## config.mk

```make
export PLATFORM = sky130hd
export DESIGN_NAME = jsc_grammar
export DESIGN_NICKNAME = d
export VERILOG_FILES = /design/src/rtl/core/jsc_pkg.sv /design/src/rtl/core/jsc_grammar.sv
export SDC_FILE = /design/constraint.sdc
export NUM_CORES = 1
export LEC_CHECK = 0
export BUFFER_PORTS_ARGS = -buffer_cell sky130_fd_sc_hd__buf_2
export CAP_MARGIN = 0
export CORE_MARGIN = 8
export CORE_UTILIZATION = 50
export DETAILED_ROUTE_END_ITERATION = 10
export PLACE_DENSITY_LB_ADDON = 0.3
export SETUP_SLACK_MARGIN = 0.02
export SLEW_MARGIN = 0
export SYNTH_ARGS = -nofsm -noshare
export SYNTH_HDL_FRONTEND = slang
export SYNTH_SLANG_ARGS = --single-unit
```

## constraint.sdc

```tcl
create_clock -name vclk -period 13.3
set_input_delay 2.66 -clock vclk [all_inputs]
set_output_delay 2.66 -clock vclk [all_outputs]
set_load 0.02 [all_outputs]
```

## src/rtl/core/jsc_pkg.sv

```systemverilog
`timescale 1ns / 1ps
// Shared types, codes and literal tables for the JSON syntax checker.
package jsc_pkg;

  typedef enum logic [4:0] {
    MODE_VALUE,
    MODE_ARR_FIRST,
    MODE_KEY_FIRST,
    MODE_KEY,
    MODE_COLON,
    MODE_STR,
    MODE_ESC,
    MODE_HEX,
    MODE_LIT,
    MODE_NUM_SIGN,
    MODE_NUM_ZERO,
    MODE_NUM_INT,
    MODE_NUM_DOT,
    MODE_NUM_FRAC,
    MODE_NUM_E,
    MODE_NUM_ESIGN,
    MODE_NUM_EXP,
    MODE_AFTER_TOP,
    MODE_AFTER_ARR,
    MODE_AFTER_OBJ
  } mode_t;

  localparam logic [4:0] ERR_NONE       = 5'd0;
  localparam logic [4:0] ERR_END        = 5'd1;
  localparam logic [4:0] ERR_CHAR       = 5'd2;
  localparam logic [4:0] ERR_LITERAL    = 5'd3;
  localparam logic [4:0] ERR_NUMBER     = 5'd4;
  localparam logic [4:0] ERR_STRING     = 5'd5;
  localparam logic [4:0] ERR_ESC_END    = 5'd6;
  localparam logic [4:0] ERR_ESCAPE     = 5'd7;
  localparam logic [4:0] ERR_HEX        = 5'd8;
  localparam logic [4:0] ERR_KEY        = 5'd9;
  localparam logic [4:0] ERR_COLON      = 5'd10;
  localparam logic [4:0] ERR_ARR_SEP    = 5'd11;
  localparam logic [4:0] ERR_OBJ_SEP    = 5'd12;
  localparam logic [4:0] ERR_OPEN_ARR   = 5'd13;
  localparam logic [4:0] ERR_OPEN_OBJ   = 5'd14;
  localparam logic [4:0] ERR_DEPTH      = 5'd15;
  localparam logic [4:0] ERR_TRAILING   = 5'd16;

  localparam logic [1:0] LIT_TRUE  = 2'd0;
  localparam logic [1:0] LIT_FALSE = 2'd1;
  localparam logic [1:0] LIT_NULL  = 2'd2;

  localparam logic [7:0] NEST_LIMIT_RST = 8'd128;

  typedef struct packed {
    mode_t      mode;
    logic [2:0] hex_cnt;
    logic [2:0] lit_idx;
    logic [1:0] lit_kind;
    logic       is_key;
    logic [4:0] err;
  } parse_state_t;

  localparam parse_state_t PARSE_RST = '{
    mode:     MODE_VALUE,
    hex_cnt:  3'd0,
    lit_idx:  3'd0,
    lit_kind: 2'd0,
    is_key:   1'b0,
    err:      ERR_NONE
  };

  typedef struct packed {
    logic push;
    logic pop;
    logic push_bit;  // 1 = object, 0 = array
  } stack_op_t;

  function automatic logic [2:0] lit_len(input logic [1:0] kind);
    case (kind)
      LIT_TRUE:  return 3'd4;
      LIT_FALSE: return 3'd5;
      LIT_NULL:  return 3'd4;
      default:   return 3'd0;
    endcase
  endfunction

  function automatic logic [7:0] lit_char(input logic [1:0] kind, input logic [2:0] idx);
    logic [7:0] ch;
    ch = 8'h00;
    case (kind)
      LIT_TRUE: begin
        case (idx)
          3'd0:    ch = "t";
          3'd1:    ch = "r";
          3'd2:    ch = "u";
          3'd3:    ch = "e";
          default: ch = 8'h00;
        endcase
      end
      LIT_FALSE: begin
        case (idx)
          3'd0:    ch = "f";
          3'd1:    ch = "a";
          3'd2:    ch = "l";
          3'd3:    ch = "s";
          3'd4:    ch = "e";
          default: ch = 8'h00;
        endcase
      end
      LIT_NULL: begin
        case (idx)
          3'd0:    ch = "n";
          3'd1:    ch = "u";
          3'd2:    ch = "l";
          3'd3:    ch = "l";
          default: ch = 8'h00;
        endcase
      end
      default: ch = 8'h00;
    endcase
    return ch;
  endfunction

endpackage

```

## src/rtl/core/jsc_grammar.sv

```systemverilog
`timescale 1ns / 1ps
// Combinational grammar step: next parse state, stack operation and verdict for one byte.
module jsc_grammar #(
  parameter int MAX_NEST = 128,
  parameter int DW       = 8
) (
  input  jsc_pkg::parse_state_t state_i,
  input  logic [DW-1:0]         depth_i,
  input  logic                  top_i,
  input  logic                  below_i,
  input  logic [7:0]            byte_i,
  input  logic                  last_i,
  input  logic [7:0]            nest_limit_i,
  output jsc_pkg::parse_state_t state_o,
  output logic [DW-1:0]         depth_o,
  output jsc_pkg::stack_op_t    op_o,
  output logic [4:0]            error_o,
  output logic [7:0]            level_o
);

  localparam int CW = (DW > 8) ? DW : 8;

  typedef struct packed {
    jsc_pkg::parse_state_t st;
    logic [DW-1:0]         depth;
    logic                  top;
    logic                  push;
    logic                  pop;
    logic                  redo;
  } step_t;

  logic [CW-1:0] depth_ext;
  logic          at_limit;

  assign depth_ext = CW'(depth_i);
  assign at_limit  = (depth_ext >= CW'(nest_limit_i)) || (depth_ext >= CW'(MAX_NEST));

  function automatic logic is_ws(input logic [7:0] c);
    return (c == " ") || (c == 8'h09) || (c == 8'h0A) || (c == 8'h0D);
  endfunction

  function automatic logic is_dig(input logic [7:0] c);
    return (c >= "0") && (c <= "9");
  endfunction

  function automatic logic [4:0] keep_err(input logic [4:0] e, input logic [4:0] code);
    return (e == jsc_pkg::ERR_NONE) ? code : e;
  endfunction

  function automatic jsc_pkg::mode_t after_mode(input logic [DW-1:0] d, input logic tp);
    if (d == '0) return jsc_pkg::MODE_AFTER_TOP;
    return tp ? jsc_pkg::MODE_AFTER_OBJ : jsc_pkg::MODE_AFTER_ARR;
  endfunction

  function automatic step_t do_pop(input step_t s, input logic bl);
    step_t r;
    r = s;
    if (s.depth != '0) begin
      r.depth = s.depth - 1'b1;
      r.top   = bl;
      r.pop   = 1'b1;
    end
    r.st.mode = after_mode(r.depth, r.top);
    return r;
  endfunction

  function automatic step_t start_value(input step_t s, input logic [7:0] c,
                                        input logic lim);
    step_t r;
    r = s;
    if (c == "\"") begin
      r.st.is_key = 1'b0;
      r.st.mode   = jsc_pkg::MODE_STR;
    end else if ((c == "{") || (c == "[")) begin
      if (lim) begin
        r.st.err = keep_err(s.st.err, jsc_pkg::ERR_DEPTH);
      end else begin
        r.push    = 1'b1;
        r.top     = (c == "{");
        r.depth   = s.depth + 1'b1;
        r.st.mode = (c == "{") ? jsc_pkg::MODE_KEY_FIRST : jsc_pkg::MODE_ARR_FIRST;
      end
    end else if ((c == "t") || (c == "f") || (c == "n")) begin
      r.st.lit_kind = (c == "t") ? jsc_pkg::LIT_TRUE :
                      (c == "f") ? jsc_pkg::LIT_FALSE : jsc_pkg::LIT_NULL;
      r.st.lit_idx  = 3'd1;
      r.st.mode     = jsc_pkg::MODE_LIT;
    end else if (c == "-") begin
      r.st.mode = jsc_pkg::MODE_NUM_SIGN;
    end else if (c == "0") begin
      r.st.mode = jsc_pkg::MODE_NUM_ZERO;
    end else if (is_dig(c)) begin
      r.st.mode = jsc_pkg::MODE_NUM_INT;
    end else begin
      r.st.err = keep_err(s.st.err, jsc_pkg::ERR_CHAR);
    end
    return r;
  endfunction

  // One pass over the byte; redo is set when the byte closed a number and
  // has to be taken again in the mode that follows a value.
  function automatic step_t consume(input step_t s, input logic [7:0] c,
                                    input logic bl, input logic lim);
    step_t      r;
    logic       is_e;
    logic [2:0] cnt;
    logic [2:0] idx;
    r      = s;
    r.redo = 1'b0;
    is_e   = (c == "e") || (c == "E");
    cnt    = s.st.hex_cnt + 1'b1;
    idx    = s.st.lit_idx + 1'b1;
    unique case (s.st.mode)
      jsc_pkg::MODE_VALUE: begin
        if (!is_ws(c)) r = start_value(r, c, lim);
      end
      jsc_pkg::MODE_ARR_FIRST: begin
        if (c == "]") r = do_pop(r, bl);
        else if (!is_ws(c)) r = start_value(r, c, lim);
      end
      jsc_pkg::MODE_KEY_FIRST, jsc_pkg::MODE_KEY: begin
        if (is_ws(c)) begin
          r = s;
        end else if ((c == "}") && (s.st.mode == jsc_pkg::MODE_KEY_FIRST)) begin
          r = do_pop(r, bl);
        end else if (c == "\"") begin
          r.st.is_key = 1'b1;
          r.st.mode   = jsc_pkg::MODE_STR;
        end else begin
          r.st.err = keep_err(s.st.err, jsc_pkg::ERR_KEY);
        end
      end
      jsc_pkg::MODE_COLON: begin
        if (c == ":") r.st.mode = jsc_pkg::MODE_VALUE;
        else if (!is_ws(c)) r.st.err = keep_err(s.st.err, jsc_pkg::ERR_COLON);
      end
      jsc_pkg::MODE_STR: begin
        if (c == "\"") begin
          r.st.mode = s.st.is_key ? jsc_pkg::MODE_COLON : after_mode(s.depth, s.top);
        end else if (c == "\\") begin
          r.st.mode = jsc_pkg::MODE_ESC;
        end
      end
      jsc_pkg::MODE_ESC: begin
        if (c == "u") begin
          r.st.hex_cnt = 3'd0;
          r.st.mode    = jsc_pkg::MODE_HEX;
        end else if ((c == "\"") || (c == "\\") || (c == "/") || (c == "b") ||
                     (c == "f") || (c == "n") || (c == "r") || (c == "t")) begin
          r.st.mode = jsc_pkg::MODE_STR;
        end else begin
          r.st.err = keep_err(s.st.err, jsc_pkg::ERR_ESCAPE);
        end
      end
      jsc_pkg::MODE_HEX: begin
        if (cnt >= 3'd4) begin
          r.st.hex_cnt = 3'd0;
          r.st.mode    = jsc_pkg::MODE_STR;
        end else begin
          r.st.hex_cnt = cnt;
        end
      end
      jsc_pkg::MODE_LIT: begin
        if ((s.st.lit_kind > jsc_pkg::LIT_NULL) ||
            (s.st.lit_idx >= jsc_pkg::lit_len(s.st.lit_kind)) ||
            (jsc_pkg::lit_char(s.st.lit_kind, s.st.lit_idx) != c)) begin
          r.st.err = keep_err(s.st.err, jsc_pkg::ERR_LITERAL);
        end else if (idx >= jsc_pkg::lit_len(s.st.lit_kind)) begin
          r.st.lit_idx = 3'd0;
          r.st.mode    = after_mode(s.depth, s.top);
        end else begin
          r.st.lit_idx = idx;
        end
      end
      jsc_pkg::MODE_NUM_SIGN: begin
        if (c == "0") r.st.mode = jsc_pkg::MODE_NUM_ZERO;
        else if (is_dig(c)) r.st.mode = jsc_pkg::MODE_NUM_INT;
        else r.st.err = keep_err(s.st.err, jsc_pkg::ERR_NUMBER);
      end
      jsc_pkg::MODE_NUM_ZERO, jsc_pkg::MODE_NUM_INT, jsc_pkg::MODE_NUM_FRAC: begin
        if (is_dig(c) && (s.st.mode != jsc_pkg::MODE_NUM_ZERO)) begin
          r = s;
        end else if ((c == ".") && (s.st.mode != jsc_pkg::MODE_NUM_FRAC)) begin
          r.st.mode = jsc_pkg::MODE_NUM_DOT;
        end else if (is_e) begin
          r.st.mode = jsc_pkg::MODE_NUM_E;
        end else begin
          r.st.mode = after_mode(s.depth, s.top);
          r.redo    = 1'b1;
        end
      end
      jsc_pkg::MODE_NUM_DOT: begin
        if (is_dig(c)) r.st.mode = jsc_pkg::MODE_NUM_FRAC;
        else r.st.err = keep_err(s.st.err, jsc_pkg::ERR_NUMBER);
      end
      jsc_pkg::MODE_NUM_E: begin
        if ((c == "+") || (c == "-")) r.st.mode = jsc_pkg::MODE_NUM_ESIGN;
        else if (is_dig(c)) r.st.mode = jsc_pkg::MODE_NUM_EXP;
        else r.st.err = keep_err(s.st.err, jsc_pkg::ERR_NUMBER);
      end
      jsc_pkg::MODE_NUM_ESIGN: begin
        if (is_dig(c)) r.st.mode = jsc_pkg::MODE_NUM_EXP;
        else r.st.err = keep_err(s.st.err, jsc_pkg::ERR_NUMBER);
      end
      jsc_pkg::MODE_NUM_EXP: begin
        if (!is_dig(c)) begin
          r.st.mode = after_mode(s.depth, s.top);
          r.redo    = 1'b1;
        end
      end
      jsc_pkg::MODE_AFTER_TOP: begin
        if (!is_ws(c)) r.st.err = keep_err(s.st.err, jsc_pkg::ERR_TRAILING);
      end
      jsc_pkg::MODE_AFTER_ARR: begin
        if (c == ",") r.st.mode = jsc_pkg::MODE_VALUE;
        else if (c == "]") r = do_pop(r, bl);
        else if (!is_ws(c)) r.st.err = keep_err(s.st.err, jsc_pkg::ERR_ARR_SEP);
      end
      jsc_pkg::MODE_AFTER_OBJ: begin
        if (c == ",") r.st.mode = jsc_pkg::MODE_KEY;
        else if (c == "}") r = do_pop(r, bl);
        else if (!is_ws(c)) r.st.err = keep_err(s.st.err, jsc_pkg::ERR_OBJ_SEP);
      end
      default: r.st.err = keep_err(s.st.err, jsc_pkg::ERR_CHAR);
    endcase
    return r;
  endfunction

  // Verdict for a document that stops in the given state; an open number
  // that ends in a digit counts as complete.
  function automatic logic [4:0] end_code(input step_t s);
    jsc_pkg::mode_t m;
    logic [4:0]     code;
    m = s.st.mode;
    if ((m == jsc_pkg::MODE_NUM_ZERO) || (m == jsc_pkg::MODE_NUM_INT) ||
        (m == jsc_pkg::MODE_NUM_FRAC) || (m == jsc_pkg::MODE_NUM_EXP)) begin
      m = after_mode(s.depth, s.top);
    end
    unique case (m)
      jsc_pkg::MODE_VALUE, jsc_pkg::MODE_ARR_FIRST:  code = jsc_pkg::ERR_END;
      jsc_pkg::MODE_KEY_FIRST, jsc_pkg::MODE_KEY:    code = jsc_pkg::ERR_KEY;
      jsc_pkg::MODE_COLON:                           code = jsc_pkg::ERR_COLON;
      jsc_pkg::MODE_STR:                             code = jsc_pkg::ERR_STRING;
      jsc_pkg::MODE_ESC:                             code = jsc_pkg::ERR_ESC_END;
      jsc_pkg::MODE_HEX:                             code = jsc_pkg::ERR_HEX;
      jsc_pkg::MODE_LIT:                             code = jsc_pkg::ERR_LITERAL;
      jsc_pkg::MODE_AFTER_TOP:                       code = jsc_pkg::ERR_NONE;
      jsc_pkg::MODE_AFTER_ARR:                       code = jsc_pkg::ERR_OPEN_ARR;
      jsc_pkg::MODE_AFTER_OBJ:                       code = jsc_pkg::ERR_OPEN_OBJ;
      default:                                       code = jsc_pkg::ERR_NUMBER;
    endcase
    return code;
  endfunction

  always_comb begin
    step_t s0;
    step_t s1;
    step_t sf;
    s0.st    = state_i;
    s0.depth = depth_i;
    s0.top   = top_i;
    s0.push  = 1'b0;
    s0.pop   = 1'b0;
    s0.redo  = 1'b0;
    s1       = s0;
    sf       = s0;
    if (state_i.err == jsc_pkg::ERR_NONE) begin
      s1 = consume(s0, byte_i, below_i, at_limit);
      sf = s1;
      if (s1.redo && (s1.st.err == jsc_pkg::ERR_NONE)) begin
        sf = consume(s1, byte_i, below_i, at_limit);
      end
      if (last_i && (sf.st.err == jsc_pkg::ERR_NONE)) begin
        sf.st.err = end_code(sf);
      end
    end
    error_o = sf.st.err;
    level_o = 8'(sf.depth);
    op_o.push     = sf.push;
    op_o.pop      = sf.pop;
    op_o.push_bit = sf.top;
    state_o = last_i ? jsc_pkg::PARSE_RST : sf.st;
    depth_o = last_i ? '0 : sf.depth;
  end

endmodule

```

==> qor.yml, run 1 <==
placedCellCount: 1038
dpl.hpwl_um: 18100
critical_path_required_ns: 10.64
syn_area_um2: 5520
synth_cell_types: 98
drive_above_1_share_pct: 14.7
cp-endpoint: "state_o[3]"
p_leak_nw: 2.27
grt_pass1_wl_um: 36900
area_growth_syn_to_layout_pct: 6.65
rsz0062_at_grt: "no"
cts_setup_buffers: 0
syn_nets: 946
crit_type: "in2out"
slew_headroom_pct: 33.5
period_share_pct: 88.8
synthesis.instances: 871
fillCellCount: 1140
place_congestion: 1.07
core_um2: 10800
cts-resized-gates: 0
outcome: "finished clean"
endpoint_kind: "output pin"
powerDensity_nw_per_um2: 34.0
antenna_cells: 0
grt_pass1_vias: 6839
ios: 89
period_minus_slack_ns: 11.81
num_vias: 7398
post-route-drc-count: 0
ys_warn_count: 0
drt_iter0_markers: 904
grt_max_degree: 37
crit_path_top_delay_cell: "a31oi_1"
die_y_um: 121
worstPathArrival_ns: 9.15
initial_core_util_pct: 51.1
die_area_um2: 14600
avgRoutedWirePerCell_um: 22.6
nClkBuffers: 0
nNetsFinal: 975
cp-start-kind: "primary input"
finalSetupTns_ns: 0
finalHoldViolations: 0
ant_nets: 0
finalNonFillerCells: 1038
antenna_found_initial: 0
cts_hold_buf: 0
seq_area_um2: 0
max_cap_violations: 0
worstMarginPinSlew_ns: 0.995
vdd_drop_max_uv: 16.8
cp_max_fo: 9
ys_seq_area_share_pct: 0
rows: 38
grt_usage_pct: 30.4
drt-vias-per-instance: 7.13
syn_area_per_cell_um2: 6.33
gr-total-overflow: 0
crit_start: "depth_i[0]"
io_buffers: 89
die_w_um: 121
min_path_type: "in2out"
seq_cell_count: 0
fmax_mhz: 84.7
finalWirelength_um: 23500
drtPass1Iterations: 6
slew_violations: 0
setup-violations-final: 0
cp_slowest_stage_delay_ns: 0.45
## metrics by stage
stage / worst slack (ns) / area (µm²) / util, % / hold slack [ns] / power [mW]
after floorplan: 2.26 / 5520 / - / 5.49 / 0.140
after global placement: 1.73 / 5880 / 54.5 / 5.68 / 0.193
after detailed placement: 1.63 / 5880 / 54.5 / 5.69 / 0.193
after CTS: 1.62 / 5880 / 54.5 / 5.69 / 0.194
after global routing: 1.06 / 5880 / 54.5 / 5.70 / 0.216
final: 1.49 / 5880 / 54.5 / 5.69 / 0.200
## where the power goes
group | internal [mW] | switching (mW) | total, mW
logic | 0.0679 | 0.132 | 0.200
clock network | 0 | 0 | 0
registers | 0 | 0 | 0
total | 0.0679 | 0.132 | 0.200
## cells in the mapped netlist, drive strengths merged, types with 9 or more instances
| cell | instances | area [µm²] |
|---|---|---|
| nand4 | 16 | 100 |
| nand2b | 17 | 106 |
| inv | 33 | 124 |
| nor2b | 14 | 87.6 |
| xnor2 | 11 | 96.3 |
| or2 | 11 | 68.8 |
| or4 | 11 | 86.3 |
| ha | 29 | 363 |
| nand2 | 84 | 315 |
| nor4 | 17 | 106 |
| a21oi | 61 | 309 |
| a21o | 9 | 67.6 |
| o21ai | 59 | 299 |
| and2 | 26 | 165 |
| nand3 | 37 | 185 |
| nand3b | 9 | 67.6 |
| nor2 | 68 | 255 |
| buf | 22 | 129 |
| nor3 | 29 | 160 |
| a211oi | 11 | 82.6 |
| a31oi | 24 | 156 |
| or3 | 15 | 93.8 |
| o211ai | 15 | 118 |
| o21a | 9 | 67.6 |
| and3 | 13 | 81.3 |
| clkbuf | 46 | 176 |
## routing by layer
layer  global-route usage, %  vias up  wire length, µm
li1                        -     3409                -
met1                    39.0     3334             9280
met2                    47.9      543            10200
met3                    3.82      112             2520
met4                    18.0        0             1470
met5                       0        -                0
## kinds of logic (layout without fill, tap and decap cells)
group                      after synthesis  count (layout)  share of synthesized area, %
and+or+nand+nor                        417             417                          42.8
xor gates and xnor gates                13              13                          2.06
buffers and inverters                  101             128                          7.78
adders and majority gates               29              29                          6.58
AOI/OAI and AO/OA                      299             299                          38.5
muxes                                   12              12                          2.29
## how the worst min path moves through the flow
stage	from	to	slack [ns]	depth (start not counted)
after global routing	state_i[4]	error_o[4]	5.70	3
after floorplan	state_i[4]	error_o[4]	5.49	1
after CTS	state_i[4]	error_o[4]	5.69	3
after global placement	state_i[4]	error_o[4]	5.68	3
final	state_i[4]	error_o[4]	5.69	3
after detailed placement	state_i[4]	error_o[4]	5.69	3
## worst max-delay path: cells and delay by family
family	cells	cell delay [ns]
compound gates	13	3.38
mux	1	0.34
fa+ha+maj	3	0.92
buf+inv	5	0.77
simple gates	5	1.06
## placed cells by master (no fill, tap or decap), drive strengths merged, types with 13 or more instances in the layout
| cell type | synthesis | final |
|---|---|---|
| buf | 22 | 95 |
| nand2 | 84 | 84 |
| nor2 | 68 | 68 |
| a21oi | 61 | 61 |
| o21ai | 59 | 59 |
| nand3 | 37 | 37 |
| inv | 33 | 33 |
| ha | 29 | 29 |
| nor3 | 29 | 29 |
| and2 | 26 | 26 |
| a31oi | 24 | 24 |
| nand2b | 17 | 17 |
| nor4 | 17 | 17 |
| nand4 | 16 | 16 |
| or3 | 15 | 15 |
| o211ai | 15 | 15 |
| nor2b | 14 | 14 |
| and3 | 13 | 13 |
## area by class of cell
class / count / area (µm²) / area share (%)
well taps: 140 / 175 / 2.98
multi-input cells: 770 / 5090 / 86.6
inverters: 33 / 124 / 2.11
repair buffers: 95 / 490 / 8.34
(Power assumes the default switching activity.)
==> inputs of run 2 (changes only) <==
==> constraint.sdc (replaced) <==
create_clock -name vclk -period 13.3
set_input_delay 2.66 -clock vclk [all_inputs]
set_output_delay 2.66 -clock vclk [all_outputs]
set_load 0.1 [all_outputs]
==> qor.yml, run 2 (same netlist as run 1, synthesis figures left out) <==
outcome: "finished clean"  # unchanged
place_congestion: 1.07  # about the same
drt_iter0_markers: 919  # was 904
period_share_pct: 91.5  # was 88.8%
crit_start: "state_i[6]"  # was depth_i[0]
area_growth_syn_to_layout_pct: 6.53  # was 6.65%
rows: 38  # unchanged
gr-total-overflow: 0  # unchanged
seq_cell_count: 0  # unchanged
min_path_type: "in2out"  # unchanged
placedCellCount: 1038  # unchanged
io_buffers: 89  # unchanged
nNetsFinal: 975  # unchanged
final_cell_mix: "89 x buf_2, 84 x nand2_1, 68 x nor2_1, 60 x a21oi_1, 52 x o21ai_0"  # unchanged
slew_headroom_pct: 28.8  # was 33.5%
finalWirelength_um: 24300  # was 23500 µm
antenna_cells: 0  # unchanged
cp_max_fo: 11  # was 9
grt_max_degree: 36  # was 37
drt-vias-per-instance: 7.18  # was 7.13
slew_violations: 0  # unchanged
vdd_drop_max_uv: 27.6  # was 16.8 µV
dp_worst_setup_slack_ns: 1.30  # was 1.63 ns
dpl.hpwl_um: 18700  # was 18100 µm
period_minus_slack_ns: 12.17  # was 11.81 ns
die_y_um: 121  # unchanged
finalNonFillerCells: 1038  # unchanged
critical_path_required_ns: 10.64  # about the same
cp-start-kind: "primary input"  # unchanged
grt_pass1_vias: 6874  # was 6839
crit_type: "in2out"  # unchanged
finalSetupTns_ns: 0  # unchanged
finalHoldViolations: 0  # unchanged
nClkBuffers: 0  # unchanged
grt_pass1_wl_um: 37700  # was 36900 µm
num_vias: 7458  # was 7398
final_common_cell: "buf_2"  # unchanged
worstMarginPinSlew_ns: 1.06  # was 0.995 ns
rsz0062_at_grt: "no"  # unchanged
grt_usage_pct: 31.4  # was 30.4%
post-route-drc-count: 0  # unchanged
cts_hold_buf: 0  # unchanged
endpoint_kind: "output pin"  # unchanged
cts_setup_buffers: 0  # unchanged
postLayoutCoreUtil_pct: 54.4  # was 54.5%
powerDensity_nw_per_um2: 42.4  # was 34.0 nW/µm²
setup-violations-final: 0  # unchanged
setup_ws_ns: 1.13  # was 1.49 ns
initial_core_util_pct: 51.1  # unchanged
seq_area_um2: 0  # unchanged
worstPathArrival_ns: 9.51  # was 9.15 ns
die_w_um: 121  # unchanged
p_leak_nw: 2.27  # about the same
drive_above_1_share_pct: 14.6  # was 14.7%
ant_nets: 0  # unchanged
core_um2: 10800  # unchanged
ios: 89  # unchanged
fmax_mhz: 82.2  # was 84.7 MHz
cp-endpoint: "state_o[2]"  # was state_o[3]
avgRoutedWirePerCell_um: 23.4  # was 22.6 µm
max_cap_violations: 0  # unchanged
die_area_um2: 14600  # unchanged
cts-resized-gates: 0  # unchanged
drtPass1Iterations: 6  # unchanged
antenna_found_initial: 0  # unchanged
fillCellCount: 1132  # was 1140
## run 2: cell counts in the layout (fill, tap and decap cells not counted)
Identical to the previous run, type by type.
## run 2: area by class of cell
| cell class | instances | area [µm²] | share of cell area, % |
|---|---|---|---|
| repair buffers | 95 | 490 | 8.35 |
| multi-input cells | 770 | 5090 | 86.6 |
| well taps | 140 | 175 | 2.98 |
| inverters | 33 | 124 | 2.11 |
## run 2: metrics by stage
step                total power, mW  cell area [µm²]  hold WS (ns)
floorplan                     0.188             5520          5.76
global placement              0.243             5880          5.83
detailed placement            0.242             5880          5.83
CTS                           0.243             5880          5.83
global route                  0.264             5880          5.84
finish                        0.249             5880          5.83
## run 2: metal layers
metal | share of wire [%] | global-route usage, % | vias up | wire length (µm)
met3 | 10 | 3.72 | 130 | 2460
met4 | 6.2 | 17.2 | 0 | 1500
met5 | 0 | 0 | - | 0
met2 | 45 | 51.4 | 550 | 10800
li1 | - | - | 3413 | -
met1 | 39 | 39.3 | 3365 | 9480
## run 2: power breakdown
group | internal, mW | total, mW | switching (mW)
Sequential | 0 | 0 | 0
Combinational | 0.0679 | 0.249 | 0.182
Clock | 0 | 0 | 0
## run 2: worst min path at each step
| stage | from | endpoint | cells past startpoint |
|---|---|---|---|
| after global placement | state_i[13] | state_o[13] | 3 |
| after CTS | state_i[13] | state_o[13] | 3 |
| after detailed placement | state_i[13] | state_o[13] | 3 |
| after floorplan | state_i[8] | state_o[8] | 2 |
| after global routing | state_i[13] | state_o[13] | 3 |
| final | state_i[13] | state_o[13] | 3 |
## run 2: worst max-delay path: stages
cell	delay (ns)
buf_2	0.18
nor2b_1	0.41
ha_1	0.33
or3b_1	0.38
a2111oi_0	0.39
o31a_1	0.24
nand4_1	0.15
or4b_1	0.68
nor3_2	0.25
o22ai_1	0.30
a21oi_1	0.32
o21ai_2	0.14
a311o_4	0.39
o31ai_2	0.30
o211ai_1	0.17
or3_1	0.46
a31oi_1	0.34
ha_1	0.32
o21ai_0	0.09
a221oi_1	0.11
a211o_1	0.31
a21oi_1	0.14
buf_2	0.44
